**config.mk**
```make
export PLATFORM = sky130hd
export DESIGN_NAME = ws2811_frame_serializer_top_flat
export DESIGN_NICKNAME = d
export VERILOG_FILES = /design/src/hdl/wsfs_pkg.sv /design/src/hdl/wsfs_if.sv /design/src/hdl/wsfs_cfg.sv /design/src/hdl/wsfs_front.sv /design/src/hdl/wsfs_back.sv /design/src/hdl/ws2811_frame_serializer_top.sv /design/src/flat_wrapper.sv
export SDC_FILE = /design/constraint.sdc
export NUM_CORES = 2
export LEC_CHECK = 0
export BUFFER_PORTS_ARGS = -buffer_cell sky130_fd_sc_hd__buf_2
export CAP_MARGIN = 30
export CORE_MARGIN = 4
export CORE_UTILIZATION = 63
export DETAILED_ROUTE_END_ITERATION = 16
export PLACE_DENSITY = 0.81
export RECOVER_POWER = 100
export SLEW_MARGIN = 30
export SYNTH_ARGS = -nofsm -noshare
export SYNTH_HDL_FRONTEND = slang
export SYNTH_HIERARCHICAL = 1
export SYNTH_SLANG_ARGS = --single-unit
```
**constraint.sdc**
```tcl
create_clock -name clk -period 5.1 [get_ports clk]
set_input_delay 1.02 -clock clk [delete_from_list [all_inputs] [get_ports clk]]
set_output_delay 1.02 -clock clk [all_outputs]
set_load 0.005 [all_outputs]
```
**src/hdl/wsfs_pkg.sv**
```systemverilog
// shared types, codes and constants of the ws2811 frame serializer
package wsfs_pkg;

  // op codes of an incoming word
  localparam logic [1:0] OP_TICK  = 2'd0;
  localparam logic [1:0] OP_WRITE = 2'd1;
  localparam logic [1:0] OP_START = 2'd2;

  // register indexes on the config port
  localparam logic [2:0] REG_ZERO_HIGH = 3'd0;
  localparam logic [2:0] REG_ZERO_LOW  = 3'd1;
  localparam logic [2:0] REG_ONE_HIGH  = 3'd2;
  localparam logic [2:0] REG_ONE_LOW   = 3'd3;
  localparam logic [2:0] REG_GAP       = 3'd4;
  localparam logic [2:0] REG_PIXELS    = 3'd5;

  localparam int ADDR_W = 5;
  localparam int DATA_W = 32;

  // register reset values
  localparam logic [7:0]  RST_ZERO_HIGH = 8'd5;
  localparam logic [7:0]  RST_ZERO_LOW  = 8'd20;
  localparam logic [7:0]  RST_ONE_HIGH  = 8'd12;
  localparam logic [7:0]  RST_ONE_LOW   = 8'd13;
  localparam logic [15:0] RST_GAP       = 16'd1400;
  localparam logic [6:0]  RST_PIXELS    = 7'd64;

  localparam int         WORD_W   = 24;
  localparam logic [4:0] BIT_LAST = 5'd23;

  // depth of the queue between front and back
  localparam int QDEPTH = 2;

  typedef enum logic [1:0] {
    K_TICK,
    K_WRITE,
    K_START,
    K_NOP
  } kind_t;

  typedef enum logic [1:0] {
    PH_IDLE,
    PH_HIGH,
    PH_LOW,
    PH_GAP
  } phase_t;

  typedef struct packed {
    kind_t             kind;
    logic [5:0]        pixel;
    logic [WORD_W-1:0] color;
  } q_item_t;

  typedef struct packed {
    logic [7:0]  zero_high;
    logic [7:0]  zero_low;
    logic [7:0]  one_high;
    logic [7:0]  one_low;
    logic [15:0] gap;
    logic [6:0]  pixels_in_use;
  } cfg_t;

  // zero duration counts as one tick
  function automatic logic [15:0] at_least_one8(input logic [7:0] v);
    return (v == 8'd0) ? 16'd1 : {8'd0, v};
  endfunction

endpackage

```
**src/hdl/wsfs_if.sv**
```systemverilog
// handshake channels for input words and result words
interface wsfs_in_if;
  logic        valid;
  logic        ready;
  logic [1:0]  op;
  logic [5:0]  pixel;
  logic [23:0] color;

  modport source (output valid, op, pixel, color, input ready);
  modport sink (input valid, op, pixel, color, output ready);
endinterface

interface wsfs_out_if;
  logic valid;
  logic ready;
  logic line;
  logic busy_res;
  logic frame_done;

  modport source (output valid, line, busy_res, frame_done, input ready);
  modport sink (input valid, line, busy_res, frame_done, output ready);
endinterface

```
**src/hdl/wsfs_cfg.sv**
```systemverilog
// apb register file holding the line timing and frame length
module wsfs_cfg (
  input  logic                        clk,
  input  logic                        rst,
  input  logic                        psel,
  input  logic                        penable,
  input  logic                        pwrite,
  input  logic [wsfs_pkg::ADDR_W-1:0] paddr,
  input  logic [wsfs_pkg::DATA_W-1:0] pwdata,
  output logic [wsfs_pkg::DATA_W-1:0] prdata,
  output logic                        pready,
  output wsfs_pkg::cfg_t              cfg
);
  import wsfs_pkg::*;

  logic       wr;
  logic [2:0] idx;

  assign pready = 1'b1;
  assign wr     = psel && penable && pwrite;
  assign idx    = paddr[ADDR_W-1:2];

  always_ff @(posedge clk) begin
    if (rst) begin
      cfg.zero_high     <= RST_ZERO_HIGH;
      cfg.zero_low      <= RST_ZERO_LOW;
      cfg.one_high      <= RST_ONE_HIGH;
      cfg.one_low       <= RST_ONE_LOW;
      cfg.gap           <= RST_GAP;
      cfg.pixels_in_use <= RST_PIXELS;
    end else if (wr) begin
      case (idx)
        REG_ZERO_HIGH: cfg.zero_high     <= pwdata[7:0];
        REG_ZERO_LOW:  cfg.zero_low      <= pwdata[7:0];
        REG_ONE_HIGH:  cfg.one_high      <= pwdata[7:0];
        REG_ONE_LOW:   cfg.one_low       <= pwdata[7:0];
        REG_GAP:       cfg.gap           <= pwdata[15:0];
        REG_PIXELS:    cfg.pixels_in_use <= pwdata[6:0];
        default: ;
      endcase
    end
  end

  always_comb begin
    case (idx)
      REG_ZERO_HIGH: prdata = {24'd0, cfg.zero_high};
      REG_ZERO_LOW:  prdata = {24'd0, cfg.zero_low};
      REG_ONE_HIGH:  prdata = {24'd0, cfg.one_high};
      REG_ONE_LOW:   prdata = {24'd0, cfg.one_low};
      REG_GAP:       prdata = {16'd0, cfg.gap};
      REG_PIXELS:    prdata = {25'd0, cfg.pixels_in_use};
      default:       prdata = '0;
    endcase
  end

endmodule

```
**src/hdl/wsfs_front.sv**
```systemverilog
// front end: decodes incoming words and queues them for the line engine
module wsfs_front #(
  parameter int PIXELS = 64
) (
  input  logic              clk,
  input  logic              rst,
  wsfs_in_if.sink           item,
  input  logic              pop,
  output logic              head_valid,
  output wsfs_pkg::q_item_t head
);
  import wsfs_pkg::*;

  localparam int PW = (QDEPTH > 1) ? $clog2(QDEPTH) : 1;
  localparam int CW = $clog2(QDEPTH + 1);

  q_item_t         q [QDEPTH];
  logic [PW-1:0]   wr_ptr;
  logic [PW-1:0]   rd_ptr;
  logic [CW-1:0]   count;
  kind_t           kind;
  logic            push;

  assign item.ready = (count != CW'(QDEPTH));
  assign push       = item.valid && item.ready;
  assign head_valid = (count != '0);
  assign head       = q[rd_ptr];

  // out of range writes and the unused op code become no-ops here
  always_comb begin
    case (item.op)
      OP_TICK:  kind = K_TICK;
      OP_WRITE: kind = (int'(item.pixel) < PIXELS) ? K_WRITE : K_NOP;
      OP_START: kind = K_START;
      default:  kind = K_NOP;
    endcase
  end

  always_ff @(posedge clk) begin
    if (push) begin
      q[wr_ptr] <= '{kind: kind, pixel: item.pixel, color: item.color};
    end
  end

  always_ff @(posedge clk) begin
    if (rst) begin
      wr_ptr <= '0;
      rd_ptr <= '0;
      count  <= '0;
    end else begin
      if (push) begin
        wr_ptr <= (wr_ptr == PW'(QDEPTH - 1)) ? '0 : wr_ptr + PW'(1);
      end
      if (pop) begin
        rd_ptr <= (rd_ptr == PW'(QDEPTH - 1)) ? '0 : rd_ptr + PW'(1);
      end
      case ({push, pop})
        2'b10:   count <= count + CW'(1);
        2'b01:   count <= count - CW'(1);
        default: ;
      endcase
    end
  end

  a_pop_needs_word: assert property (@(posedge clk) disable iff (rst)
    pop |-> head_valid)
    else $error("engine popped an empty queue");

  a_count_bound: assert property (@(posedge clk) disable iff (rst)
    count <= CW'(QDEPTH))
    else $error("queue count above depth");

  a_no_push_full: assert property (@(posedge clk) disable iff (rst)
    (count == CW'(QDEPTH)) |-> !push)
    else $error("word pushed into a full queue");

endmodule

```
**src/hdl/wsfs_back.sv**
```systemverilog
// back end: frame store, bit timing engine and result register
module wsfs_back #(
  parameter int PIXELS = 64
) (
  input  logic              clk,
  input  logic              rst,
  input  wsfs_pkg::cfg_t    cfg,
  input  logic              head_valid,
  input  wsfs_pkg::q_item_t head,
  output logic              pop,
  wsfs_out_if.source        result
);
  import wsfs_pkg::*;

  localparam int AW = (PIXELS > 1) ? $clog2(PIXELS) : 1;

  logic [WORD_W-1:0] store [PIXELS];
  logic [WORD_W-1:0] rd_data;
  logic [AW-1:0]     rd_addr;
  logic [AW-1:0]     first_addr;
  logic [6:0]        n_raw;

  phase_t            phase, phase_next;
  logic [15:0]       tick_count, tick_next, tc_dec;
  logic [4:0]        bit_cursor, bit_next;
  logic [WORD_W-1:0] shift_word, shift_next;
  logic [AW-1:0]     pixel_cursor, pix_next;
  logic              line_q, line_next;
  logic              done_next;
  logic              mem_we;
  logic              start_wait;
  logic              stall_start;
  logic              out_free;

  logic [15:0] zh, zl, oh, ol, gp;

  logic res_valid, res_line, res_busy, res_done;

  assign zh = at_least_one8(cfg.zero_high);
  assign zl = at_least_one8(cfg.zero_low);
  assign oh = at_least_one8(cfg.one_high);
  assign ol = at_least_one8(cfg.one_low);
  assign gp = (cfg.gap == 16'd0) ? 16'd1 : cfg.gap;

  // highest pixel of the frame, clamped to the store
  assign n_raw = (cfg.pixels_in_use == 7'd0) ? 7'd1 : cfg.pixels_in_use;
  assign first_addr = (int'(n_raw) > PIXELS) ? AW'(PIXELS - 1) : AW'(n_raw - 7'd1);

  // read port looks one pixel ahead while busy, at the first pixel while idle
  assign rd_addr = (phase == PH_IDLE) ? first_addr : pixel_cursor - AW'(1);

  always_ff @(posedge clk) begin
    if (mem_we) begin
      store[AW'(head.pixel)] <= head.color;
    end
    rd_data <= store[rd_addr];
  end

  assign out_free    = !res_valid || result.ready;
  assign stall_start = head_valid && (head.kind == K_START) && (phase == PH_IDLE)
                       && !start_wait;
  assign pop         = head_valid && out_free && !stall_start;
  assign tc_dec      = tick_count - 16'd1;

  always_comb begin
    phase_next = phase;
    tick_next  = tick_count;
    bit_next   = bit_cursor;
    shift_next = shift_word;
    pix_next   = pixel_cursor;
    line_next  = line_q;
    done_next  = 1'b0;
    mem_we     = 1'b0;
    if (pop) begin
      case (head.kind)
        K_WRITE: begin
          mem_we = (phase == PH_IDLE);
        end
        K_START: begin
          if (phase == PH_IDLE) begin
            pix_next   = first_addr;
            shift_next = rd_data;
            bit_next   = BIT_LAST;
            phase_next = PH_HIGH;
            tick_next  = rd_data[WORD_W-1] ? oh : zh;
          end
        end
        K_TICK: begin
          if (phase == PH_IDLE) begin
            line_next = 1'b0;
          end else begin
            line_next = (phase == PH_HIGH);
            tick_next = tc_dec;
            if (tc_dec == 16'd0) begin
              case (phase)
                PH_HIGH: begin
                  phase_next = PH_LOW;
                  tick_next  = shift_word[WORD_W-1] ? ol : zl;
                end
                PH_LOW: begin
                  if (bit_cursor != 5'd0) begin
                    bit_next   = bit_cursor - 5'd1;
                    shift_next = {shift_word[WORD_W-2:0], 1'b0};
                    phase_next = PH_HIGH;
                    tick_next  = shift_word[WORD_W-2] ? oh : zh;
                  end else if (pixel_cursor != '0) begin
                    pix_next   = pixel_cursor - AW'(1);
                    shift_next = rd_data;
                    bit_next   = BIT_LAST;
                    phase_next = PH_HIGH;
                    tick_next  = rd_data[WORD_W-1] ? oh : zh;
                  end else begin
                    phase_next = PH_GAP;
                    tick_next  = gp;
                  end
                end
                PH_GAP: begin
                  phase_next = PH_IDLE;
                  done_next  = 1'b1;
                end
                default: ;
              endcase
            end
          end
        end
        default: ;
      endcase
    end
  end

  always_ff @(posedge clk) begin
    if (rst) begin
      phase        <= PH_IDLE;
      tick_count   <= '0;
      bit_cursor   <= '0;
      shift_word   <= '0;
      pixel_cursor <= '0;
      line_q       <= 1'b0;
      start_wait   <= 1'b0;
      res_valid    <= 1'b0;
    end else begin
      phase        <= phase_next;
      tick_count   <= tick_next;
      bit_cursor   <= bit_next;
      shift_word   <= shift_next;
      pixel_cursor <= pix_next;
      line_q       <= line_next;
      start_wait   <= stall_start || (start_wait && !pop);
      if (pop) begin
        res_valid <= 1'b1;
      end else if (result.ready) begin
        res_valid <= 1'b0;
      end
    end
  end

  always_ff @(posedge clk) begin
    if (pop) begin
      res_line <= line_next;
      res_busy <= (phase_next != PH_IDLE);
      res_done <= done_next;
    end
  end

  assign result.valid      = res_valid;
  assign result.line       = res_line;
  assign result.busy_res   = res_busy;
  assign result.frame_done = res_done;

  a_count_live: assert property (@(posedge clk) disable iff (rst)
    (phase != PH_IDLE) |-> (tick_count != 16'd0))
    else $error("active period with empty tick count");

  a_start_after_read: assert property (@(posedge clk) disable iff (rst)
    (pop && head.kind == K_START && phase == PH_IDLE) |-> start_wait)
    else $error("frame started before store read settled");

  a_done_result: assert property (@(posedge clk) disable iff (rst)
    (pop && done_next) |=> (result.valid && result.frame_done && !result.busy_res))
    else $error("frame end not reported as idle done word");

endmodule

```
**src/hdl/ws2811_frame_serializer_top.sv**
```systemverilog
// top level of the ws2811 frame serializer: config port, front end and line engine
// path: an accepted input word passes through the queue and then the result
//   register; a start word is held back until the registered store read has settled
// throughput: one word per cycle while the result register is free, set by the engine
//   step and the one-ahead store read port; a start is held back for the store read
// reset: synchronous rst clears the queue, engine state and registers; the frame
//   store is not cleared and holds nothing defined until written
module ws2811_frame_serializer_top #(
  parameter int PIXELS = 64
) (
  input  logic                        clk,
  input  logic                        rst,
  input  logic                        psel,
  input  logic                        penable,
  input  logic                        pwrite,
  input  logic [wsfs_pkg::ADDR_W-1:0] paddr,
  input  logic [wsfs_pkg::DATA_W-1:0] pwdata,
  output logic [wsfs_pkg::DATA_W-1:0] prdata,
  output logic                        pready,
  wsfs_in_if.sink                     item,
  wsfs_out_if.source                  result
);
  import wsfs_pkg::*;

  cfg_t    cfg;
  q_item_t head;
  logic    head_valid;
  logic    pop;

  // timing and frame length registers
  wsfs_cfg u_cfg (
    .clk     (clk),
    .rst     (rst),
    .psel    (psel),
    .penable (penable),
    .pwrite  (pwrite),
    .paddr   (paddr),
    .pwdata  (pwdata),
    .prdata  (prdata),
    .pready  (pready),
    .cfg     (cfg)
  );

  // front end: decode each word and park it in a two-entry queue, so input
  // acceptance does not wait on the result side until the queue is full
  wsfs_front #(
    .PIXELS (PIXELS)
  ) u_front (
    .clk        (clk),
    .rst        (rst),
    .item       (item),
    .pop        (pop),
    .head_valid (head_valid),
    .head       (head)
  );

  // back end: one queued word per cycle through the bit timing engine while the
  // output register is free and no start waits on the store read; the result is
  // held in an output register that takes a new word as the old one is taken
  wsfs_back #(
    .PIXELS (PIXELS)
  ) u_back (
    .clk        (clk),
    .rst        (rst),
    .cfg        (cfg),
    .head_valid (head_valid),
    .head       (head),
    .pop        (pop),
    .result     (result)
  );

endmodule

```
**src/flat_wrapper.sv**
```systemverilog
// flat-port wrapper written by rule: the top's interface ports become plain ports
module ws2811_frame_serializer_top_flat import wsfs_pkg::*;
#(
  parameter int PIXELS = 64
)
  (clk, rst, psel, penable, pwrite, paddr, pwdata, prdata, pready, item_valid, item_op, item_pixel, item_color, item_ready, result_valid, result_line, result_busy_res, result_frame_done, result_ready);
  wsfs_in_if item_i ();
  wsfs_out_if result_i ();
  input  logic clk;
  input  logic rst;
  input  logic psel;
  input  logic penable;
  input  logic pwrite;
  input  logic [wsfs_pkg::ADDR_W-1:0] paddr;
  input  logic [wsfs_pkg::DATA_W-1:0] pwdata;
  output logic [wsfs_pkg::DATA_W-1:0] prdata;
  output logic pready;
  input wire logic [$bits(item_i.valid)-1:0] item_valid;
  input wire logic [$bits(item_i.op)-1:0] item_op;
  input wire logic [$bits(item_i.pixel)-1:0] item_pixel;
  input wire logic [$bits(item_i.color)-1:0] item_color;
  output wire logic [$bits(item_i.ready)-1:0] item_ready;
  output wire logic [$bits(result_i.valid)-1:0] result_valid;
  output wire logic [$bits(result_i.line)-1:0] result_line;
  output wire logic [$bits(result_i.busy_res)-1:0] result_busy_res;
  output wire logic [$bits(result_i.frame_done)-1:0] result_frame_done;
  input wire logic [$bits(result_i.ready)-1:0] result_ready;
  assign item_i.valid = item_valid;
  assign item_i.op = item_op;
  assign item_i.pixel = item_pixel;
  assign item_i.color = item_color;
  assign item_ready = item_i.ready;
  assign result_valid = result_i.valid;
  assign result_line = result_i.line;
  assign result_busy_res = result_i.busy_res;
  assign result_frame_done = result_i.frame_done;
  assign result_i.ready = result_ready;
  ws2811_frame_serializer_top #(.PIXELS(PIXELS)) u_core (.clk(clk), .rst(rst), .psel(psel), .penable(penable), .pwrite(pwrite), .paddr(paddr), .pwdata(pwdata), .prdata(prdata), .pready(pready), .item(item_i), .result(result_i));
endmodule
```
==> results.toml <==
[flow_run]
drv_cap = 29

[pwr]
p_leak_nw = 26.1
p_per_area_mw_per_mm2 = 461
total_power_mw = 36.3
peakVddDrop_mv = 0.352

[cts]
cts.clk_slew.worst_paths_ns = 0.06
cts_hold_buffers = 0
cts_resized = 0
clock_latency_ns = 0.77
cts_tree = "built"
clockRootBuffer = "clkbuf_16"
cts_max_level = 4
cts.path.max_buffers = 3
numCtsBuffers = 168
cts_sinks = 1743
cts_setup_buffers = 0

[outcome]
run_status = "complete, but fails checks"
violations = "max-capacitance violations, max-slew violations"

[logic_synthesis]
avgSynthCellArea_sq_um = 13.1
synthTopCellsByCount = "edfxtp_1 (1603), nand2_1 (817), nor2_1 (351)"
syn_area_sq_mm = 0.0712
async_flop_share = 0
synthAdderAreaFrac = 0.00211
syn_inst = 5449
synth_top_cell_by_area = "edfxtp_1"
synthMuxAreaShare = 0.0386
synth_top_area_share = 0.676
synth_ff_type = "edfxtp_1"
synth.area.top_cells = "edfxtp_1 (68%), nand2_1 (4.3%), dfxtp_1 (3.9%), mux2i_1 (2.8%), nand3_1 (2.4%)"
synth-compound-area-share = 0.0793
synth_edf_count = 1603
synth-seq-cells = 1743
ys_types = 89
yosysMostFrequentCell = "edfxtp_1"
ys_seq_area_frac = 0.715
synth-xor-area-share = 0.00160
ys_warn_count = 6
synthSimpleGateAreaFrac = 0.138
synth_top_family_by_area = "simple AND/OR/NAND/NOR gates"

[final_layout]
fillers = 7048
fin_cells = 7182
drive_above_1_share = 0.110
regArea_sq_mm = 0.0509
multi_input_area_sq_mm = 0.0187
syn_to_final_growth_pct = 10.7
final_nets = 5630

[timing]
max-slew-margin-rel = -1.58
skew_ns = 0.0310
hold_viol_final = 0
post-route-min-period_ns = 4.97
grt_setup_unrepaired = "false"
finalCritPeriodShare = 0.974
fmaxAchievable_ghz = 0.201
setup_tns_ns = 0
hold-worst-slack_ns = 0.437
maxSlewViolCount = 1698
setup_violations = 0
worstMarginPinSlew_ns = 3.87

[floorplan]
start_util = 0.634
fp-row-count = 123
ios = 114
core_area_sq_mm = 0.112
die_y_um = 344
die_width_um = 344
die-area_sq_mm = 0.118

[global_routing]
antenna_found_initial = 6
grt_overflow = 0
grt_pass1_vias = 46700
grt_max_degree = 117
grt_pass1_wl_um = 288000
grt_usage = 0.326

[drt]
drt_iter0_drc = 7634
wl_per_cell_um = 27.2
drc_errors = 0
wl_um = 195000
vias_per_cell = 6.79
dr.pass1.iters = 9
ant_nets = 0
num_vias = 48800

[place]
gp_congestion = 0.927
place.detailed.instances = 6872
dp_hpwl_um = 112000
port_buffers = 78

[critical_path]
startpoint_type = "flop"
slowest_stage = "nor4_1"
worstPathRequired_ns = 5.70
cp-endpoint = "u_core/u_back/rd_data[8]"
endpoint_kind = "flop"
critPathKind = "flop to flop"
worst_r2r_endpoint = "u_core/u_back/rd_data[8]"
ff2ff_setup_slack_ns = 0.13
crit_fanout = 40
crit_chain = "nor4_1, buf_4, a21oi_1, ha_1, a2bb2oi_1, o211ai_1, buf_4, nand2_2, buf_6, a211oi_1, a211oi_1, o21a_1, nor4_1, nand4_1"
cp_data_arrival_time_ns = 5.56
crit_start = "u_core/u_cfg/cfg[2]"
critical_path.max_stage_delay_ns = 0.75
r2r.worst_path.cells = 14
r2r-start = "u_core/u_cfg/cfg[2]"

[min_path]
hp-class = "primary input to flop"
min_from = "item_color[13]"
==> how the worst min path moves through the flow <==
| stage | depth (start not counted) | end | slack, ns |
|---|---|---|---|
| final | 1 | u_core/u_front/q[0][13] | 0.44 |
| after global placement | 2 | u_core/u_back/shift_word[21] | 0.44 |
| after CTS | 1 | u_core/u_front/q[1][13] | 0.40 |
| after detailed placement | 2 | u_core/u_back/shift_word[11] | 0.44 |
| after floorplan | 2 | u_core/u_back/shift_word[10] | 0.43 |
| after global routing | 1 | u_core/u_front/q[0][13] | 0.42 |
==> per-stage QoR <==
step,worst slack [ns],util,instance area (sq um)
after global placement,0.746,0.659,74100
final,0.133,0.702,78900
after detailed placement,0.567,0.659,74100
after global routing,0.0655,0.702,78900
after CTS,0.516,0.705,79300
after floorplan,1.26,-,71300
==> flip-flops by register name, indices dropped and copies added, names as in the netlist, 2 cells and up, named ones only <==
name / flops
u_core/u_back/bit_cursor: 5
u_core/u_back/phase: 2
u_core/u_back/pixel_cursor: 6
u_core/u_back/rd_data: 24
u_core/u_back/shift_word: 24
u_core/u_back/store: 1536
u_core/u_back/tick_count: 16
u_core/u_cfg/cfg: 55
u_core/u_front/count: 2
u_core/u_front/q: 64
==> critical path, delay by kind of cell (launching register included) <==
family	cells	cell delay [ns]
compound gates	6	1.29
flops	1	0.53
simple gates	4	1.63
buf+inv	3	0.99
fa+ha+maj	1	0.32
==> layer usage <==
metal | GRT usage | vias up | part of all wire
li1 | - | 20800 | -
met1 | 0.432 | 23700 | 0.35
met2 | 0.507 | 3660 | 0.46
met3 | 0.0805 | 643 | 0.14
met4 | 0.164 | 6 | 0.059
met5 | 0 | - | 0.00020
==> report_power, final <==
part	switching [mW]	leakage, nW	total (mW)	internal (mW)
Clock	5.23	2.54	11.8	6.60
Combinational	5.13	7.98	6.99	1.87
Sequential	0.168	15.6	17.5	17.4
Total	10.5	26.1	36.3	25.8
==> placed cells by master (no fill, tap or decap), drive strengths merged, types with 11 or more instances in the layout <==
cell	Yosys	routed
inv	19	25
buf	131	187
edfxtp	1603	1603
ha	12	12
o22a	51	51
and3	95	95
conb	2	17
o22ai	141	141
clkbuf	268	348
a22o	29	29
nand4	53	53
nand3	342	342
o31ai	28	28
a31oi	32	32
nor2	352	352
o211ai	36	36
nor3	257	257
a32o	23	23
a21oi	177	177
nand3b	11	11
a211oi	62	62
nand2	817	817
mux2	70	70
or3	32	32
mux2i	196	196
nor4	109	109
clkinv	0	63
o21a	23	23
o21ai	177	177
a21o	27	27
dfxtp	140	140
==> cell type report <==
class | count | area share
Tap cell | 1500 | 0.0238
Inverter | 19 | 0.000904
Clock inverter | 79 | 0.00714
Multi-Input combinational cell | 3303 | 0.238
Timing Repair Buffer | 307 | 0.0260
Clock buffer | 228 | 0.0585
Antenna cell | 3 | 0.0000952
Sequential cell | 1743 | 0.646
==> cell families after synthesis <==
group | Yosys count
and+or+nand+nor | 2131
DFF | 1743
AOI/OAI and AO/OA | 864
buffers and inverters | 418
muxes | 266
xor gates and xnor gates | 13
adders and majority gates | 12
other | 2
(Power assumes the default switching activity.)
